$ cat src/rtl/mah_pkg.sv
// shared types, constants and helper functions of the multi-argument hash
package mah_pkg;

	// e*pi as an ieee double, rounded to nearest at elaboration
	localparam logic [63:0] K_BITS = $realtobits(2.718281828459045235360287 * 3.14159265358979323846);
	localparam logic [52:0] K_SIG = {1'b1, K_BITS[51:0]};
	localparam logic signed [12:0] K_EXP = 13'(int'(K_BITS[62:52]) - 1023);

	localparam logic [31:0] LCG_MUL = 32'd1664525;
	localparam logic [31:0] LCG_ADD = 32'd1013904223;
	localparam logic [31:0] TEMPER_B = 32'h9d2c5680;
	localparam logic [31:0] TEMPER_C = 32'hefc60000;

	// one mixed word handed from the front to the back
	typedef struct packed {
		logic [31:0] mix;
		logic        last;
	} mah_item_t;

	localparam logic [7:0] PERM_TAB [256] = '{
		8'd148, 8'd201, 8'd203, 8'd34,  8'd85,  8'd225, 8'd163, 8'd200, 8'd174, 8'd137,
		8'd51,  8'd24,  8'd19,  8'd252, 8'd107, 8'd173, 8'd110, 8'd251, 8'd149, 8'd69,
		8'd180, 8'd152, 8'd141, 8'd132, 8'd22,  8'd20,  8'd147, 8'd219, 8'd37,  8'd46,
		8'd154, 8'd114, 8'd59,  8'd49,  8'd155, 8'd161, 8'd239, 8'd77,  8'd47,  8'd10,
		8'd70,  8'd227, 8'd53,  8'd235, 8'd30,  8'd188, 8'd143, 8'd73,  8'd88,  8'd193,
		8'd214, 8'd194, 8'd18,  8'd120, 8'd176, 8'd36,  8'd212, 8'd84,  8'd211, 8'd142,
		8'd167, 8'd57,  8'd153, 8'd71,  8'd159, 8'd151, 8'd126, 8'd115, 8'd229, 8'd124,
		8'd172, 8'd101, 8'd79,  8'd183, 8'd32,  8'd38,  8'd68,  8'd11,  8'd67,  8'd109,
		8'd221, 8'd3,   8'd4,   8'd61,  8'd122, 8'd94,  8'd72,  8'd117, 8'd12,  8'd240,
		8'd199, 8'd76,  8'd118, 8'd5,   8'd48,  8'd197, 8'd128, 8'd62,  8'd119, 8'd89,
		8'd14,  8'd45,  8'd226, 8'd195, 8'd80,  8'd50,  8'd40,  8'd192, 8'd60,  8'd65,
		8'd166, 8'd106, 8'd90,  8'd215, 8'd213, 8'd232, 8'd250, 8'd207, 8'd104, 8'd52,
		8'd182, 8'd29,  8'd157, 8'd103, 8'd242, 8'd97,  8'd111, 8'd17,  8'd8,   8'd175,
		8'd254, 8'd108, 8'd208, 8'd224, 8'd191, 8'd112, 8'd105, 8'd187, 8'd43,  8'd56,
		8'd185, 8'd243, 8'd196, 8'd156, 8'd246, 8'd249, 8'd184, 8'd7,   8'd135, 8'd6,
		8'd158, 8'd82,  8'd130, 8'd234, 8'd206, 8'd255, 8'd160, 8'd236, 8'd171, 8'd230,
		8'd42,  8'd98,  8'd54,  8'd74,  8'd209, 8'd205, 8'd33,  8'd177, 8'd15,  8'd138,
		8'd178, 8'd44,  8'd116, 8'd96,  8'd140, 8'd253, 8'd233, 8'd125, 8'd21,  8'd133,
		8'd136, 8'd86,  8'd245, 8'd58,  8'd23,  8'd1,   8'd75,  8'd165, 8'd92,  8'd217,
		8'd39,  8'd0,   8'd218, 8'd91,  8'd179, 8'd55,  8'd238, 8'd170, 8'd134, 8'd83,
		8'd25,  8'd189, 8'd216, 8'd100, 8'd129, 8'd150, 8'd241, 8'd210, 8'd123, 8'd99,
		8'd2,   8'd164, 8'd16,  8'd220, 8'd121, 8'd139, 8'd168, 8'd64,  8'd190, 8'd9,
		8'd31,  8'd228, 8'd95,  8'd247, 8'd244, 8'd81,  8'd102, 8'd145, 8'd204, 8'd146,
		8'd26,  8'd87,  8'd113, 8'd198, 8'd181, 8'd127, 8'd237, 8'd169, 8'd28,  8'd93,
		8'd27,  8'd41,  8'd231, 8'd248, 8'd78,  8'd162, 8'd13,  8'd186, 8'd63,  8'd66,
		8'd131, 8'd202, 8'd35,  8'd144, 8'd222, 8'd223
	};

	// xorshift and mask tempering of the final seed
	function automatic logic [31:0] temper(input logic [31:0] s);
		logic [31:0] t;
		t = s ^ (s >> 11);
		t = t ^ ((t << 7) & TEMPER_B);
		t = t ^ ((t << 15) & TEMPER_C);
		t = t ^ (t >> 18);
		return t;
	endfunction

endpackage

$ cat src/rtl/mah_front.sv
// front end: takes arguments and turns each into a 32-bit mix word
module mah_front import mah_pkg::*; (
	input  logic        clk,
	input  logic        arst_n,
	input  logic [63:0] arg_bits,
	input  logic        arg_last,
	input  logic        in_valid,
	output logic        in_ready,
	output mah_item_t   push_item,
	output logic        push_valid,
	input  logic        push_ready
);

	typedef enum logic [2:0] {
		F_IDLE, F_NORM_A, F_MUL, F_ROUND, F_NORM_M, F_SCALE, F_MIX, F_PUSH
	} fstate_t;

	fstate_t state_q;
	logic                sign_q;
	logic                last_q;
	logic signed [12:0]  exp_q;
	logic [52:0]         sig_q;
	logic [105:0]        acc_q;
	logic [53:0]         prod_q;
	logic [5:0]          psh_q;
	logic [2:0]          cnt_q;
	logic [53:0]         m_q;
	logic signed [12:0]  z_q;
	logic [84:0]         q_q;
	logic [31:0]         mix_q;

	// argument decode
	logic [10:0] a_exp;
	logic [51:0] a_man;
	assign a_exp = arg_bits[62:52];
	assign a_man = arg_bits[51:0];

	// one 27x27 partial product per cycle
	logic [26:0] op_a, op_k;
	logic [53:0] prod_d;
	logic [5:0]  psh_d;
	always_comb begin
		op_a   = cnt_q[1] ? {1'b0, sig_q[52:27]} : sig_q[26:0];
		op_k   = cnt_q[0] ? {1'b0, K_SIG[52:27]} : K_SIG[26:0];
		prod_d = op_a * op_k;
		psh_d  = (cnt_q[1] & cnt_q[0]) ? 6'd54 : ((cnt_q[1] | cnt_q[0]) ? 6'd27 : 6'd0);
	end

	// rounding of the product to double, subnormal range included
	logic [105:0]       nm, shm;
	logic signed [12:0] eu, eb, z_d;
	logic [5:0]         shamt;
	logic               lost, rg, rs;
	logic [52:0]        top;
	logic [53:0]        rnd;
	always_comb begin
		nm    = acc_q[105] ? acc_q : {acc_q[104:0], 1'b0};
		eu    = exp_q + K_EXP + 13'(acc_q[105]);
		eb    = eu + 13'sd1023;
		shamt = (eb[12] || eb == 13'sd0) ? 6'(13'sd1 - eb) : 6'd0;
		shm   = nm >> shamt;
		lost  = |(nm & ~({106{1'b1}} << shamt));
		top   = shm[105:53];
		rg    = shm[52];
		rs    = (|shm[51:0]) | lost;
		rnd   = {1'b0, top} + 54'(rg & (rs | top[0]));
		z_d   = eu - 13'sd52 + 13'(shamt);
	end

	// exponent of the leading bit, overflow means infinity
	logic signed [12:0] ee;
	logic               ovf;
	assign ee  = z_q + 13'sd52;
	assign ovf = ee > 13'sd1023;

	// fraction times 2^32-1, rounded to double, truncated
	logic [84:0]        q_d;
	logic [52:0]        qk;
	logic               qg, qs;
	logic [53:0]        qr;
	logic [31:0]        ilow, lo;
	logic signed [12:0] exv;
	logic [31:0]        mix_d;
	always_comb begin
		q_d = {m_q[52:0], 32'b0} - 85'(m_q[52:0]);
		if (q_q[84]) begin
			qk = q_q[84:32];
			qg = q_q[31];
			qs = |q_q[30:0];
		end else begin
			qk = q_q[83:31];
			qg = q_q[30];
			qs = |q_q[29:0];
		end
		qr    = {1'b0, qk} + 54'(qg & (qs | qk[0]));
		ilow  = q_q[84] ? qr[52:21] : qr[53:22];
		lo    = sign_q ? (32'd0 - ilow) : ilow;
		exv   = z_q + 13'sd53;
		mix_d = lo ^ {{19{exv[12]}}, exv};
	end

	assign in_ready   = (state_q == F_IDLE);
	assign push_valid = (state_q == F_PUSH);
	assign push_item  = '{mix: mix_q, last: last_q};

	always_ff @(posedge clk or negedge arst_n) begin
		if (!arst_n) begin
			state_q <= F_IDLE;
			cnt_q   <= 3'd0;
		end else begin
			case (state_q)
				F_IDLE: begin
					if (in_valid) begin
						sign_q <= arg_bits[63];
						last_q <= arg_last;
						acc_q  <= '0;
						cnt_q  <= 3'd0;
						if (a_exp == 11'h7ff || (a_exp == 11'd0 && a_man == 52'd0)) begin
							mix_q   <= 32'd0;
							state_q <= F_PUSH;
						end else if (a_exp == 11'd0) begin
							sig_q   <= {1'b0, a_man};
							exp_q   <= -13'sd1022;
							state_q <= F_NORM_A;
						end else begin
							sig_q   <= {1'b1, a_man};
							exp_q   <= 13'({2'b00, a_exp}) - 13'sd1023;
							state_q <= F_MUL;
						end
					end
				end
				F_NORM_A: begin
					if (sig_q[52]) begin
						state_q <= F_MUL;
					end else begin
						sig_q <= {sig_q[51:0], 1'b0};
						exp_q <= exp_q - 13'sd1;
					end
				end
				F_MUL: begin
					if (cnt_q != 3'd0)
						acc_q <= acc_q + (106'(prod_q) << psh_q);
					prod_q <= prod_d;
					psh_q  <= psh_d;
					if (cnt_q == 3'd4)
						state_q <= F_ROUND;
					else
						cnt_q <= cnt_q + 3'd1;
				end
				F_ROUND: begin
					m_q     <= rnd;
					z_q     <= z_d;
					state_q <= F_NORM_M;
				end
				F_NORM_M: begin
					if (m_q == 54'd0) begin
						mix_q   <= 32'd0;
						state_q <= F_PUSH;
					end else if (m_q[53]) begin
						m_q <= m_q >> 1;
						z_q <= z_q + 13'sd1;
					end else if (!m_q[52]) begin
						m_q <= {m_q[52:0], 1'b0};
						z_q <= z_q - 13'sd1;
					end else if (ovf) begin
						mix_q   <= 32'd0;
						state_q <= F_PUSH;
					end else begin
						state_q <= F_SCALE;
					end
				end
				F_SCALE: begin
					q_q     <= q_d;
					state_q <= F_MIX;
				end
				F_MIX: begin
					mix_q   <= mix_d;
					state_q <= F_PUSH;
				end
				F_PUSH: begin
					if (push_ready)
						state_q <= F_IDLE;
				end
				default: state_q <= F_IDLE;
			endcase
		end
	end

endmodule

$ cat src/rtl/mah_fifo.sv
// small register queue between the front and the back
module mah_fifo import mah_pkg::*; #(
	parameter int DEPTH = 4
) (
	input  logic      clk,
	input  logic      arst_n,
	input  mah_item_t wr_item,
	input  logic      wr_valid,
	output logic      wr_ready,
	output mah_item_t rd_item,
	output logic      rd_valid,
	input  logic      rd_ready
);

	localparam int PW = (DEPTH > 1) ? $clog2(DEPTH) : 1;
	localparam int CW = $clog2(DEPTH + 1);

	mah_item_t       mem_q [DEPTH];
	logic [PW-1:0]   wr_ptr_q, rd_ptr_q;
	logic [CW-1:0]   count_q;
	logic            do_wr, do_rd;

	assign wr_ready = (count_q != CW'(DEPTH));
	assign rd_valid = (count_q != '0);
	assign rd_item  = mem_q[rd_ptr_q];
	assign do_wr    = wr_valid && wr_ready;
	assign do_rd    = rd_valid && rd_ready;

	always_ff @(posedge clk) begin
		if (do_wr)
			mem_q[wr_ptr_q] <= wr_item;
	end

	always_ff @(posedge clk or negedge arst_n) begin
		if (!arst_n) begin
			wr_ptr_q <= '0;
			rd_ptr_q <= '0;
			count_q  <= '0;
		end else begin
			if (do_wr)
				wr_ptr_q <= (wr_ptr_q == PW'(DEPTH - 1)) ? '0 : wr_ptr_q + PW'(1);
			if (do_rd)
				rd_ptr_q <= (rd_ptr_q == PW'(DEPTH - 1)) ? '0 : rd_ptr_q + PW'(1);
			if (do_wr && !do_rd)
				count_q <= count_q + CW'(1);
			else if (do_rd && !do_wr)
				count_q <= count_q - CW'(1);
		end
	end

endmodule

$ cat src/rtl/mah_back.sv
// back end: seed fold, tempering, byte permutation and result register
module mah_back import mah_pkg::*; (
	input  logic        clk,
	input  logic        arst_n,
	input  mah_item_t   pop_item,
	input  logic        pop_valid,
	output logic        pop_ready,
	output logic [31:0] hash_value,
	output logic        out_valid,
	input  logic        out_ready
);

	typedef enum logic [2:0] {
		B_IDLE, B_TEMP, B_P0, B_P1, B_P2, B_P3, B_OUT
	} bstate_t;

	bstate_t     state_q;
	logic [31:0] seed_q;
	logic [31:0] t_q;
	logic [31:0] o_q;
	logic [31:0] seed_d;

	assign seed_d     = 32'(seed_q * LCG_MUL) + pop_item.mix + LCG_ADD;
	assign pop_ready  = (state_q == B_IDLE);
	assign out_valid  = (state_q == B_OUT);
	assign hash_value = o_q;

	always_ff @(posedge clk or negedge arst_n) begin
		if (!arst_n) begin
			state_q <= B_IDLE;
			seed_q  <= 32'd0;
		end else begin
			case (state_q)
				B_IDLE: begin
					if (pop_valid) begin
						if (pop_item.last) begin
							t_q     <= seed_d;
							seed_q  <= 32'd0;
							state_q <= B_TEMP;
						end else begin
							seed_q <= seed_d;
						end
					end
				end
				B_TEMP: begin
					t_q     <= temper(t_q);
					state_q <= B_P0;
				end
				B_P0: begin
					o_q[31:24] <= PERM_TAB[t_q[7:0]];
					state_q    <= B_P1;
				end
				B_P1: begin
					o_q[23:16] <= PERM_TAB[t_q[15:8] + o_q[31:24]];
					state_q    <= B_P2;
				end
				B_P2: begin
					o_q[15:8] <= PERM_TAB[t_q[23:16] + o_q[23:16]];
					state_q   <= B_P3;
				end
				B_P3: begin
					o_q[7:0] <= PERM_TAB[t_q[31:24] + o_q[15:8]];
					state_q  <= B_OUT;
				end
				B_OUT: begin
					if (out_ready)
						state_q <= B_IDLE;
				end
				default: state_q <= B_IDLE;
			endcase
		end
	end

endmodule

$ cat src/rtl/multi_argument_hash.sv
// top level of the multi-argument hash
// Folds a run of ieee double arguments, one per input transfer with tlast on
// the final one, into a 32-bit hash sent as one output transfer per run.
// Each argument is multiplied by e*pi in double precision, split into a
// fraction and an exponent, scaled and folded into a running seed by a
// linear congruential step; the last argument triggers tempering, a chained
// byte permutation and the output, and clears the seed. The front end takes
// one argument at a time: a normal argument passes the four-pass 27x27
// multiplier and the rounding steps; a subnormal argument or a product that
// rounds into the subnormal range adds normalization, one bit of shift per
// step. The back end folds one argument at a time, and the last of a run then
// passes tempering, the byte permutation and the output; the queue between
// them lets the front keep working while a hash waits to be taken.
module multi_argument_hash import mah_pkg::*; #(
	parameter int QUEUE_DEPTH = 4
) (
	input  logic        clk,
	input  logic        arst_n,
	input  logic        s_axis_tvalid,
	output logic        s_axis_tready,
	input  logic [63:0] s_axis_tdata,   // [63:0] arg_bits
	input  logic        s_axis_tlast,
	output logic        m_axis_tvalid,
	input  logic        m_axis_tready,
	output logic [31:0] m_axis_tdata    // [31:0] hash_value
);

	mah_item_t fq_wr_item, fq_rd_item;
	logic      fq_wr_valid, fq_wr_ready;
	logic      fq_rd_valid, fq_rd_ready;

	// argument decode, multiply and mix word
	mah_front u_front (
		.clk        (clk),
		.arst_n     (arst_n),
		.arg_bits   (s_axis_tdata),
		.arg_last   (s_axis_tlast),
		.in_valid   (s_axis_tvalid),
		.in_ready   (s_axis_tready),
		.push_item  (fq_wr_item),
		.push_valid (fq_wr_valid),
		.push_ready (fq_wr_ready)
	);

	// mix words waiting for the seed fold
	mah_fifo #(.DEPTH(QUEUE_DEPTH)) u_fifo (
		.clk      (clk),
		.arst_n   (arst_n),
		.wr_item  (fq_wr_item),
		.wr_valid (fq_wr_valid),
		.wr_ready (fq_wr_ready),
		.rd_item  (fq_rd_item),
		.rd_valid (fq_rd_valid),
		.rd_ready (fq_rd_ready)
	);

	// seed fold and final hash
	mah_back u_back (
		.clk        (clk),
		.arst_n     (arst_n),
		.pop_item   (fq_rd_item),
		.pop_valid  (fq_rd_valid),
		.pop_ready  (fq_rd_ready),
		.hash_value (m_axis_tdata),
		.out_valid  (m_axis_tvalid),
		.out_ready  (m_axis_tready)
	);

endmodule

$ cat config.mk
export PLATFORM = sky130hd
export DESIGN_NAME = multi_argument_hash
export DESIGN_NICKNAME = d
export VERILOG_FILES = /design/src/rtl/mah_pkg.sv /design/src/rtl/mah_front.sv /design/src/rtl/mah_fifo.sv /design/src/rtl/mah_back.sv /design/src/rtl/multi_argument_hash.sv
export SDC_FILE = /design/constraint.sdc
export NUM_CORES = 2
export LEC_CHECK = 0
export ABC_AREA = 1
export BUFFER_PORTS_ARGS = -buffer_cell sky130_fd_sc_hd__buf_2
export CAP_MARGIN = 20
export CORE_MARGIN = 5
export CORE_UTILIZATION = 45
export DETAILED_ROUTE_END_ITERATION = 12
export HOLD_SLACK_MARGIN = 0.12
export PLACE_DENSITY = 0.72
export SYNTH_ARGS = -nofsm -noshare
export SYNTH_HDL_FRONTEND = slang
export SYNTH_SLANG_ARGS = --single-unit
$ cat constraint.sdc
create_clock -name clk -period 26.1 [get_ports clk]
set_input_delay 3.915 -clock clk [delete_from_list [all_inputs] [get_ports clk]]
set_output_delay 3.915 -clock clk [all_outputs]
set_load 0.01 [all_outputs]
==> impl_results.md <==
- Crit path buf inv count: 10
- DRC viols: 0
- Largest family of logic cells by synthesized area: simple AND/OR/NAND/NOR gates
- Fin cells: between 10000 and 15000
- Post-synthesis mux area share: 0.00561
- Post-route clock skew: about 44 ps
- Htree depth: 3
- DR vias: 87000
- Final hold violation count: 0
- Die H: 452 um
- Kind of critical path: flip-flop to flip-flop
- Hold Crit Class: flip-flop to flip-flop
- Setup WS post-layout: 17570 ps
- Final worst-path cycle share: 0.327
- Crit path depth: 38
- Asr flop ratio synth: 0.0763
- Adder-cell share of the synthesized area: 0.230
- FF-to-FF path depth: 38
- Synth Flop Type: edfxtp_1
- Worst setup endpoint: u_front.m_q[48]
- CP top delay family: simple AND/OR/NAND/NOR gates
- Hold Buf Count CTS: 0
- First-pass GRT wire length: 485000 um
- GPL Wtd Cong: around 1.1
- Top Ports: between 100 and 150
- Placed insts: 14800
- Clk sinks: roughly 630
- Critical path arrival: ~9000 ps
- CP max stage delay: 740 ps
- Final Max Slew Viols: 0
- Synth Area per Inst: between 7 and 8 um^2
- Nets: about 14000
- Startpoint of the worst hold path: u_front.mix_q[23]
- Worst Setup End Kind: flip-flop
- Dpl cell area: 90900 um^2
- Number of global-route vias before repair: roughly 82000
- Root buffer cell: clkbuf_16
- Setup_tns: 0 ps
- Synth Area in Compound Gates: 0.160
- Setup Slack @ Placement: approximately 18000 ps
- Initial antenna violation count: 9
- Register area: approximately 19000 um^2
- YS warnings: 0
- Design Area, Final: approximately 94000 um^2
- Post-layout min period: around 8500 ps
- Critical Path Source Type: flip-flop
- Starting DRT DRC Count: approximately 11000
- Reg-to-reg slack, setup: 17570 ps
- Req. time, crit path: ~27000 ps
- # port buffers: 102
- Critical Path Slowest Stage Cell: edfxtp_1
- Post-CTS Setup Inserts: 0
- Worst slew margin: 0.242
- Hpwl dp: around 260000 um
- Site Rows: 162
- Maxcap violations: 0
- Die width: 452 um
- Clk Latency, worst-skew pair: approximately 740 ps
- Post-Synthesis Cell Area: about 88000 um^2
- Fmax: approximately 120 MHz
- Synth-to-layout area growth: 6.53%
- Worst-Margin Slew: 1120 ps
- Endpoints failing setup: 0
- Cell variety after synth: 74
- R2R Path Start: u_front.acc_q[105]
- GRT overflow: 0
- Worst R2R End: u_front.m_q[48]
- Post-synthesis simple-gate area fraction: 0.251
- CP Launch Point: u_front.acc_q[105]
- Filler cells: 19800
- Initial Util: 0.452
- DRT Pass-1 Iters: 9
- Post-synthesis sequential element count: between 600 and 700
- Reg clk slew, reported paths: 60 ps
- Worst path most repeated cell: nand2_1
- Vias per cell: roughly 5.8
- DIE AREA: just over 200000 um^2
- Drt total wl: 321000 um
- CTS max path bufs: 3
- XOR/XNOR Fraction of Synth Area: 0.0310
- Share of cells above drive strength 1: 0.0434
- Outcome: completed
- Mapped Cells: about 12000
- Register area share after synthesis: 0.212
- Routed wire per std cell: 21.5 um
- Largest net degree at the start of global routing: around 120
- Cts repair resizes: 0
- Multi-input gate area: between 60000 and 70000 um^2
- Core Region: about 190000 um^2
- GRT Total Usage: 0.303
- Number of synthesized flops with an enable pin: 581
- Remaining antenna violation count after routing: 0
- TritonCTS clock tree: yes
- RSZ-0062 raised after global routing: no
- CTS buffer count: between 70 and 80
- Largest fanout on the critical path: 69
## layout make-up
cell class,count,area share
Inverter,2005,0.0804
Timing Repair Buffer,223,0.0156
Tap cell,2542,0.0340
Sequential cell,629,0.199
Multi-Input combinational cell,9408,0.642
Clock buffer,91,0.0217
Clock inverter,51,0.00662
Antenna cell,6,0.000160
## metal layers
layer  global-route usage  wire length (um)  up-vias
li1                     -                 -    41000
met1                0.387            126000    40400
met2                0.491            146000     4501
met3               0.0436             26700     1054
met4                0.178             23100        2
met5                    0                 8        -
## state kept, by name, summed over array words and instances, names as in the netlist, 2 cells and up
| register | count |
|---|---|
| u_back.state_q | 3 |
| u_fifo.rd_ptr_q | 2 |
| u_front.state_q | 3 |
| u_back.seed_q | 32 |
| u_front.mix_q | 32 |
| u_front.prod_q | 54 |
| u_front.z_q | 13 |
| u_back.hash_value | 32 |
| u_fifo.wr_ptr_q | 2 |
| u_front.acc_q | 106 |
| u_back.t_q | 32 |
| u_front.sig_q | 53 |
| u_front.cnt_q | 3 |
| u_front.q_q | 55 |
| u_front.psh_q | 3 |
| u_front.m_q | 54 |
| u_front.exp_q | 13 |
| u_fifo.mem_q | 132 |
| u_fifo.count_q | 3 |
## through the flow
stage          utilization  hold slack, ps
3_5_place_dp         0.467             483
2_1_floorplan            -             457
3_3_place_gp         0.467             481
5_1_grt              0.481             524
4_1_cts              0.481             497
6_report             0.481             498
## logic make-up (layout without fill, tap and decap cells)
kind of cell             Yosys count  after routing
adder cells (fa/ha/maj)         1279           1279
multiplexers                      49             49
buffers and inverters           2517           2370
flip-flops                       629            629
AO/OA/AOI/OAI                   2435           2435
XOR/XNOR                         311            311
other                              2             87
AND/OR/NAND/NOR                 5253           5253
## worst min-delay path by stage
stage | end | slack, ps | depth (start not counted)
5_1_grt | u_fifo.mem_q[3][24] | 520 | 0
3_5_place_dp | u_fifo.mem_q[0][24] | 480 | 0
6_report | u_fifo.mem_q[0][24] | 500 | 0
4_1_cts | u_fifo.mem_q[1][24] | 500 | 0
2_1_floorplan | u_back.seed_q[30] | 460 | 2
3_3_place_gp | u_back.seed_q[30] | 480 | 2
## cells in the mapped netlist (32+ instances only)
cell type,n,area share
mux2i_1,47,0.0054
nand4_1,86,0.0061
xnor2_1,105,0.010
ha_1,719,0.10
buf_2,64,0.0036
a21oi_1,633,0.036
fa_1,560,0.13
nor2_1,1162,0.050
buf_1,86,0.0037
dfrtp_1,48,0.014
edfxtp_1,581,0.20
o211ai_1,137,0.012
o22ai_1,117,0.0083
o21ai_0,999,0.057
o31ai_1,32,0.0027
o21a_1,47,0.0040
xor2_1,206,0.021
o311ai_0,47,0.0047
or2_2,70,0.0050
a31oi_1,149,0.011
nor3_1,91,0.0052
inv_1,1967,0.084
o221ai_1,40,0.0040
nand3_1,1138,0.065
nor4_1,34,0.0024
o21ai_1,36,0.0021
nand2_1,2586,0.11
clkbuf_1,342,0.015
## worst reg2reg max path, delay by kind of cell (launching register included)
family	cells	cell delay [ps]
and+or+nand+nor	22	3290
buffers and inverters	10	2960
adders and majority gates	4	1110
DFF	1	740
AOI/OAI and AO/OA	2	220
## layout by cell type, fill, tap and decap left out, types with 105 or more instances in the layout
master and count:
a21oi_1 632, a31oi_1 149, buf_4 118, edfxtp_1 581, fa_1 560, ha_1 719, inv_1 1963, nand2_1 2578
nand3_1 1138, nor2_1 1150, o211ai_1 137, o21ai_0 998, o22ai_1 117, xnor2_1 105, xor2_1 202
Power is not shown: default switching activity piles up to over one toggle a cycle in this logic, so the estimate is an artifact.
